**src/rtl/core/tcw_pkg.sv**
```systemverilog
// shared types and constants of the text console writer
`timescale 1ns / 1ps

package tcw_pkg;

    localparam int COLOR_W = 4;
    localparam int TAB_STEP = 4;

    localparam logic [7:0] CH_BS    = 8'h08;
    localparam logic [7:0] CH_TAB   = 8'h09;
    localparam logic [7:0] CH_LF    = 8'h0A;
    localparam logic [7:0] CH_CR    = 8'h0D;
    localparam logic [7:0] CH_BLANK = 8'h20;

    localparam logic CFG_FG = 1'b0;
    localparam logic CFG_BG = 1'b1;

    localparam logic [COLOR_W-1:0] FG_RESET = 4'd7;
    localparam logic [COLOR_W-1:0] BG_RESET = 4'd1;

    typedef enum logic [1:0] {
        MODE_PUT   = 2'd0,
        MODE_CLEAR = 2'd1,
        MODE_SET   = 2'd2,
        MODE_READ  = 2'd3
    } mode_t;

    typedef enum logic [2:0] {
        S_IDLE,
        S_EXEC,
        S_WALK,
        S_DRAIN,
        S_WRITE,
        S_READ,
        S_RESP
    } state_t;

    typedef struct packed {
        logic take_req;
        logic load_plan;
        logic walk_step;
        logic cell_write;
        logic cap_cell;
        logic load_rsp;
    } ctrl_cmd_t;

    typedef struct packed {
        logic is_read;
        logic need_walk;
        logic need_write;
        logic wr_pend;
        logic walk_last;
    } dp_status_t;

endpackage

```
**src/rtl/core/tcw_ctrl.sv**
```systemverilog
// sequencing state machine of the text console writer
`timescale 1ns / 1ps

module tcw_ctrl
    import tcw_pkg::*;
(
    input  logic       clk,
    input  logic       rst_n,
    input  logic       req_valid,
    output logic       req_ready,
    output logic       rsp_valid,
    input  logic       rsp_ready,
    input  dp_status_t status,
    output ctrl_cmd_t  cmd
);

    state_t state_reg;
    state_t state_next;
    logic   rsp_valid_reg;
    logic   rsp_valid_next;
    logic   rsp_free;

    assign rsp_free = !rsp_valid_reg || rsp_ready;

    always_ff @(posedge clk or negedge rst_n)
    begin
        if (!rst_n)
        begin
            state_reg     <= S_IDLE;
            rsp_valid_reg <= 1'b0;
        end
        else
        begin
            state_reg     <= state_next;
            rsp_valid_reg <= rsp_valid_next;
        end
    end

    always_comb
    begin
        state_next = state_reg;
        case (state_reg)
            S_IDLE:
            begin
                if (req_valid)
                begin
                    state_next = S_EXEC;
                end
            end
            S_EXEC:
            begin
                if (status.need_walk)
                begin
                    state_next = S_WALK;
                end
                else if (status.need_write)
                begin
                    state_next = S_WRITE;
                end
                else if (status.is_read)
                begin
                    state_next = S_READ;
                end
                else
                begin
                    state_next = S_RESP;
                end
            end
            S_WALK:
            begin
                if (status.walk_last)
                begin
                    state_next = S_DRAIN;
                end
            end
            S_DRAIN:
            begin
                state_next = status.wr_pend ? S_WRITE : S_RESP;
            end
            S_WRITE:
            begin
                state_next = S_RESP;
            end
            S_READ:
            begin
                state_next = S_RESP;
            end
            S_RESP:
            begin
                if (rsp_free)
                begin
                    state_next = S_IDLE;
                end
            end
            default:
            begin
                state_next = S_IDLE;
            end
        endcase
    end

    always_comb
    begin
        cmd = '0;
        req_ready = 1'b0;
        case (state_reg)
            S_IDLE:
            begin
                req_ready    = 1'b1;
                cmd.take_req = req_valid;
            end
            S_EXEC:
            begin
                cmd.load_plan = 1'b1;
            end
            S_WALK:
            begin
                cmd.walk_step = 1'b1;
            end
            S_WRITE:
            begin
                cmd.cell_write = 1'b1;
            end
            S_READ:
            begin
                cmd.cap_cell = 1'b1;
            end
            S_RESP:
            begin
                cmd.load_rsp = rsp_free;
            end
            default:
            begin
                cmd = '0;
            end
        endcase
    end

    always_comb
    begin
        rsp_valid_next = rsp_valid_reg;
        if (cmd.load_rsp)
        begin
            rsp_valid_next = 1'b1;
        end
        else if (rsp_ready)
        begin
            rsp_valid_next = 1'b0;
        end
    end

    assign rsp_valid = rsp_valid_reg;

    // the walk always ends through the drain cycle that flushes its last copy
    a_walk_drain: assert property (@(posedge clk) disable iff (!rst_n)
        (state_reg == S_WALK && status.walk_last) |=> state_reg == S_DRAIN)
        else $error("walk did not end in drain");

    a_rsp_loaded: assert property (@(posedge clk) disable iff (!rst_n)
        (state_reg == S_RESP && !rsp_valid_reg) |=> rsp_valid_reg)
        else $error("response not presented");

endmodule

```
**config.mk**
```make
export PLATFORM = sky130hd
export DESIGN_NAME = tcw_ctrl
export DESIGN_NICKNAME = d
export VERILOG_FILES = /design/src/rtl/core/tcw_pkg.sv /design/src/rtl/core/tcw_ctrl.sv
export SDC_FILE = /design/constraint.sdc
export NUM_CORES = 1
export LEC_CHECK = 0
export BUFFER_PORTS_ARGS = -buffer_cell sky130_fd_sc_hd__buf_2
export CAP_MARGIN = 40
export CORE_AREA = 2 2 39 41
export DETAILED_ROUTE_END_ITERATION = 8
export DIE_AREA = 0 0 41 43
export HOLD_SLACK_MARGIN = 0.1
export PLACE_DENSITY = 0.48
export SKIP_LAST_GASP = 1
export SYNTH_ARGS = -nofsm -noshare
export SYNTH_HDL_FRONTEND = slang
export SYNTH_SLANG_ARGS = --single-unit
```
**constraint.sdc**
```tcl
create_clock -name clk -period 2.1 [get_ports clk]
set_input_delay 0.42 -clock clk [delete_from_list [all_inputs] [get_ports clk]]
set_output_delay 0.42 -clock clk [all_outputs]
set_load 0.01 [all_outputs]
```
==> impl_metrics.csv, run 1 <==
group,metric,value,unit
sta,timing.final.crit_share,79.25,%
global_routing,grt_max_degree,12,
worst_setup_path,cp.required,1.68,ns
sta,hold_viol,0,
cts,clkTransAtPathRegs,0.04,ns
floorplanning,coreArea,1384,µm²
power_and_ir_drop,ir_drop,0.4157,mV
cts,tritoncts,"done",
floorplanning,rows,14,
floorplanning,die_y,43,µm
cells_and_area,final_common_cell,"buf_2",
min_path,min_from,"rsp_ready",
job,cap_violations,0,
route,viasPerCell,4.457,
yosys,syn_avg_cell_area,8.166,µm²
yosys,ys_ff_latch,4,
yosys,synthDistinctLibCells,20,
global_routing,overflow,0,
worst_setup_path,critPathLaunchType,"flip-flop",
route,drc,0,
cts,htree_levels,1,
route,finalWirelength,705,µm
cts,cts_buffers,3,
sta,skew,0.005469,ns
cts,post_cts_buffers,0,
worst_setup_path,end_kind,"output pin",
place,hpwl,518.2,µm
floorplanning,start_util,22.42,%
place,port_buffers,16,
cts,clock_latency,0.25,ns
place,dpl_cell_area,382.9,µm²
sta,tightestPinTransition,0.3070,ns
min_path,hp-class,"primary input to flip-flop",
worst_setup_path,reg2reg_from,"state_reg[1]",
worst_setup_path,r2r_end,"state_reg[0]",
sta,maxSlewHeadroom,79.53,%
min_path,hold_depth,3,
route,drt_first_pass_iters,3,
power_and_ir_drop,leakagePower,0.2115,nW
cts,cts_resized,0,
sta,rsz0062_at_grt,"false",
cells_and_area,n_antenna_cell,0,
floorplanning,dieArea,1763,µm²
cells_and_area,num-nets-final,65,
yosys,synthCells,38,
route,drtIter0Drc,3,
route,antenna_left,0,
place,place.gp.congestion,0.6754,
yosys,synth_area,310.3,µm²
cells_and_area,drive_gt1_share,37.04,%
worst_setup_path,regToRegSetupSlack,0.76,ns
floorplanning,ios,17,
cells_and_area,area_delta_synth_final,33.87,%
cts,clock-sinks,4,
worst_setup_path,ff2ff_path_depth,3,
yosys,synth_nets,47,
cells_and_area,final_cell_area,415.4,µm²
sta,fmax,600.9,MHz
floorplanning,die_w,41,µm
worst_setup_path,cp_max_fo,9,
sta,setup_viol,0,
cells_and_area,most-common-layout-cells,"16 x buf_2, 4 x nor2b_1, 4 x and2_1, 4 x dfrtp_1",
route,vias,312,
power_and_ir_drop,powerDensity,1363,nW/µm²
global_routing,grt_pass1_vias,265,
worst_setup_path,cp.arrival,1.24,ns
yosys,yosysSeqAreaShare,32.26,%
sta,maxSlewViolCount,0,
cts,cts_buffer_depth,2,
global_routing,grt_pass1_wl,1159,µm
min_path,worstHoldEndpoint,"rsp_valid",
global_routing,track_usage,10.15,%
sta,tns,0,ns
route,avgRoutedWirePerCell,10.07,µm
run_status,status,"finished, final reports clean",
global_routing,antenna_found_initial,0,
sta,fin_crit,1.664,ns
worst_setup_path,criticalPathCategory,"flip-flop to output pin",
yosys,yosysWarningCount,0,
cts,clockRootBuffer,"clkbuf_4",
cells_and_area,largest_reg_flops,3,
-- cells in the mapped netlist (all sizes together) --
master,count,area (µm²)
nor3,1,5.000
mux2i,1,10.01
nand3b,1,7.510
nor4,1,6.260
and2,5,32.53
or4b,1,10.01
nand2,2,7.510
and2b,2,15.01
buf,2,18.77
dfrtp,4,100.1
clkbuf,2,8.750
nor2b,4,25.02
a41oi,1,8.760
o21ai,2,10.01
nand2b,3,18.77
nor2,3,11.26
a21oi,3,15.01
-- layer usage --
metal | vias to the layer above | share of wire, % | GRT usage (%)
met1 | 137 | 46 | 11.94
met3 | 3 | 9.9 | 6.283
met5 | - | 0 | 0
met4 | 0 | 1.6 | 6.000
li1 | 159 | - | -
met2 | 13 | 42 | 13.44
-- cells by family (layout without fill, tap and decap cells) --
logic type | count (synthesis) | in the layout | synth area share, %
buf+inv | 4 | 20 | 8.869
flops | 4 | 4 | 32.26
mux | 1 | 1 | 3.226
simple gates | 23 | 23 | 44.76
compound gates | 6 | 6 | 10.89
-- worst max-delay path, stage by stage, from the launching register on --
cell and delay, ns:
dfrtp_1 0.49, and2_1 0.21, nand2b_1 0.08, nor2_1 0.09
buf_2 0.13
-- area by class of cell --
cell class / count / area [µm²]
fill: 153 / 968.4
sequential: 4 / 100.1
clock buffer: 3 / 22.52
multi-input combinational: 30 / 182.7
timing repair buffer: 17 / 90.09
tap: 16 / 20.02
-- worst max path at each step --
stage,startpoint,to,slack [ns],depth (start not counted)
detailed placement,state_reg[1],cmd[0],0.68,4
CTS,state_reg[1],cmd[0],0.41,4
finish,state_reg[2],cmd[0],0.44,4
floorplan,state_reg[2],cmd[5],0.61,3
global route,state_reg[1],cmd[0],0.33,4
global placement,state_reg[2],cmd[0],0.70,4
-- repair_timing --
action,4_1_cts,5_1_grt
endpoints found under the setup margin,0,0
endpoints found under the hold margin,4,0
hold buffers,1,0
-- through the flow --
stage	hold slack, ns	cells	setup slack (ns)	utilization [%]	power, mW
finish	0.4722	70	0.4357	30.02	0.5663
global route	0.5057	70	0.3334	30.02	0.6268
floorplan	0.1244	38	0.6121	-	0.4087
detailed placement	0.2281	66	0.6846	27.67	0.4683
global placement	0.2297	66	0.6992	27.67	0.4657
CTS	0.4672	70	0.4142	30.02	0.5778
-- power by group --
part / switching (mW) / internal (mW) / total [mW]
Clock: 0.0376 / 0.0643 / 0.102
Combinational: 0.126 / 0.149 / 0.275
Sequential: 0.0733 / 0.116 / 0.189
Total: 0.237 / 0.330 / 0.566
(Power assumes the default switching activity.)
==> run 2, diff against run 1 <==
--- a/config.mk
+++ b/config.mk
@@ -11,7 +11,7 @@
 export DETAILED_ROUTE_END_ITERATION = 8
 export DIE_AREA = 0 0 41 43
 export HOLD_SLACK_MARGIN = 0.1
-export PLACE_DENSITY = 0.48
+export PLACE_DENSITY = 0.5
 export SKIP_LAST_GASP = 1
 export SYNTH_ARGS = -nofsm -noshare
 export SYNTH_HDL_FRONTEND = slang
==> constraint.sdc (replaced) <==
create_clock -name clk -period 1.5 [get_ports clk]
set_input_delay 0.3 -clock clk [delete_from_list [all_inputs] [get_ports clk]]
set_output_delay 0.3 -clock clk [all_outputs]
set_load 0.01 [all_outputs]
==> impl_metrics.csv, run 2 (same netlist as run 1, synthesis figures left out) <==
group,metric,value,unit
run_status,status,"finished, final reports clean",
route,avgRoutedWirePerCell,10.19,µm
route,drtIter0Drc,2,
place,hpwl,512.1,µm
cells_and_area,final_common_cell,"buf_2",
cts,clockRootBuffer,"clkbuf_4",
floorplanning,dieArea,1763,µm²
sta,holdWs,0.3663,ns
worst_setup_path,worst-path-buf-inv,1,
sta,tightestPinTransition,0.2279,ns
cells_and_area,n_antenna_cell,0,
power_and_ir_drop,ir_drop,0.6343,mV
sta,hold_viol,0,
worst_setup_path,cp.required,1.20,ns
cells_and_area,most-common-layout-cells,"16 x buf_2, 4 x nor2b_1",
worst_setup_path,r2r_end,"state_reg[0]",
job,cap_violations,0,
sta,fin_crit,1.477,ns
worst_setup_path,cp.arrival,1.18,ns
worst_setup_path,max_stage_delay,0.45,ns
worst_setup_path,end_kind,"output pin",
worst_setup_path,ff2ff_path_depth,3,
cts,cts_buffer_depth,2,
cts,clkTransAtPathRegs,0.04,ns
floorplanning,rows,14,
global_routing,overflow,0,
route,drc,0,
cts,htree_levels,1,
worst_setup_path,regToRegSetupSlack,0.20,ns
sta,maxSlewHeadroom,84.67,%
min_path,hp-class,"primary input to flip-flop",
worst_setup_path,cp_slowest_cell,"dfrtp_2",
global_routing,grt_max_degree,12,
place,dp_slack,0.1815,ns
route,vias,325,
cts,cts_buffers,3,
global_routing,antenna_found_initial,0,
worst_setup_path,cp.depth,3,
route,antenna_left,0,
floorplanning,ios,17,
route,drt_first_pass_iters,4,
sta,fmax,677.0,MHz
sta,fin_ws,0.02284,ns
sta,maxSlewViolCount,0,
worst_setup_path,crit_chain,"and2b_1 > nor2b_1 > buf_2",
floorplanning,start_util,22.42,%
sta,rsz0062_at_grt,"true",
cells_and_area,area_delta_synth_final,50.00,%
global_routing,track_usage,9.228,%
worst_setup_path,criticalPathCategory,"flip-flop to output pin",
cells_and_area,num-nets-final,70,
worst_setup_path,critPathLaunch,"state_reg[1]",
route,finalWirelength,764,µm
cts,clock-sinks,4,
place,port_buffers,16,
worst_setup_path,cpLargestDelayFamily,"flip-flops",
cells_and_area,largest_reg_flops,3,
floorplanning,die_y,43,µm
floorplanning,coreArea,1384,µm²
worst_setup_path,critPathLaunchType,"flip-flop",
cells_and_area,fillers,150,
power_and_ir_drop,powerDensity,1982,nW/µm²
cts,clock_latency,0.24,ns
worst_setup_path,endpoint,"cmd[2]",
route,viasPerCell,4.333,
cells_and_area,drive_gt1_share,50.85,%
sta,setup_viol,0,
cts,tritoncts,"done",
worst_setup_path,cp_max_fo,6,
floorplanning,die_w,41,µm
sta,skew,0.005897,ns
global_routing,grt_pass1_wl,1097,µm
global_routing,grt_pass1_vias,280,
sta,timing.final.crit_share,98.48,%
place,place.gp.congestion,0.7194,
worst_setup_path,reg2reg_from,"state_reg[1]",
power_and_ir_drop,leakagePower,0.2364,nW
[run 2: cell types whose count changed in the layout (fill, tap and decap cells not counted)]
cell / change
and2_4: +1
nor3_1: -1
nor3_4: +1
buf_4: +3
and2_1: -1
dfrtp_1: -3
dfrtp_2: +3
clkbuf_2: +2
[run 2: layout make-up]
| type | count | area (µm²) | area share [%] |
|---|---|---|---|
| Tap cell | 16 | 20.02 | 4.301 |
| Sequential cell | 4 | 103.9 | 22.31 |
| Timing Repair Buffer | 22 | 122.6 | 26.34 |
| Clock buffer | 3 | 22.52 | 4.839 |
| Multi-Input combinational cell | 30 | 196.4 | 42.20 |
[run 2: layer usage]
layer	GRT usage [%]	vias to the layer above	part of all wire, %
met2	12.81	9	46
met3	4.712	0	5.6
li1	-	168	-
met1	11.54	148	48
met4	4.000	0	0
met5	0	-	0
[run 2: worst min path at each step]
stage | start | endpoint | slack [ns] | cells after the start
4_1_cts | rsp_ready | rsp_valid | 0.36 | 3
5_1_grt | rsp_ready | rsp_valid | 0.40 | 3
3_5_place_dp | rst_n | rsp_valid | 0.11 | 1
6_report | rsp_ready | rsp_valid | 0.37 | 3
2_1_floorplan | rst_n | rsp_valid | 0.004 | 0
3_3_place_gp | rst_n | state_reg[2] | 0.11 | 1
[run 2: report_power, final]
part           switching, mW  internal (mW)
Sequential            0.0971          0.171
Clock                 0.0484         0.0898
Combinational          0.226          0.290
[run 2: worst register-to-register path, cell delays in order, from the launching register on]
cell     delay (ns)
dfrtp_2        0.45
or4b_1         0.52
a21oi_1        0.14
and2_1         0.13
[run 2: what timing repair did]
action	in CTS	in global routing
buffers inserted	0	5
hold endpoints to repair	4	0
pin swaps	0	2
resized for setup	4	2
setup endpoints to repair	5	5
hold buffers	1	0
[run 2: metrics by stage]
| step | TNS (ns) | cell area, µm² | util, % | instances | power, mW |
|---|---|---|---|---|---|
| final | 0 | 465.4 | 33.63 | 75 | 0.9226 |
| after global routing | -0.1420 | 465.4 | 33.63 | 75 | 1.021 |
| after CTS | 0 | 424.2 | 30.65 | 70 | 0.8107 |
| after detailed placement | 0 | 382.9 | 27.67 | 66 | 0.6494 |
| after global placement | 0 | 382.9 | 27.67 | 66 | 0.6441 |
| after floorplan | 0 | 310.3 | - | 38 | 0.5722 |
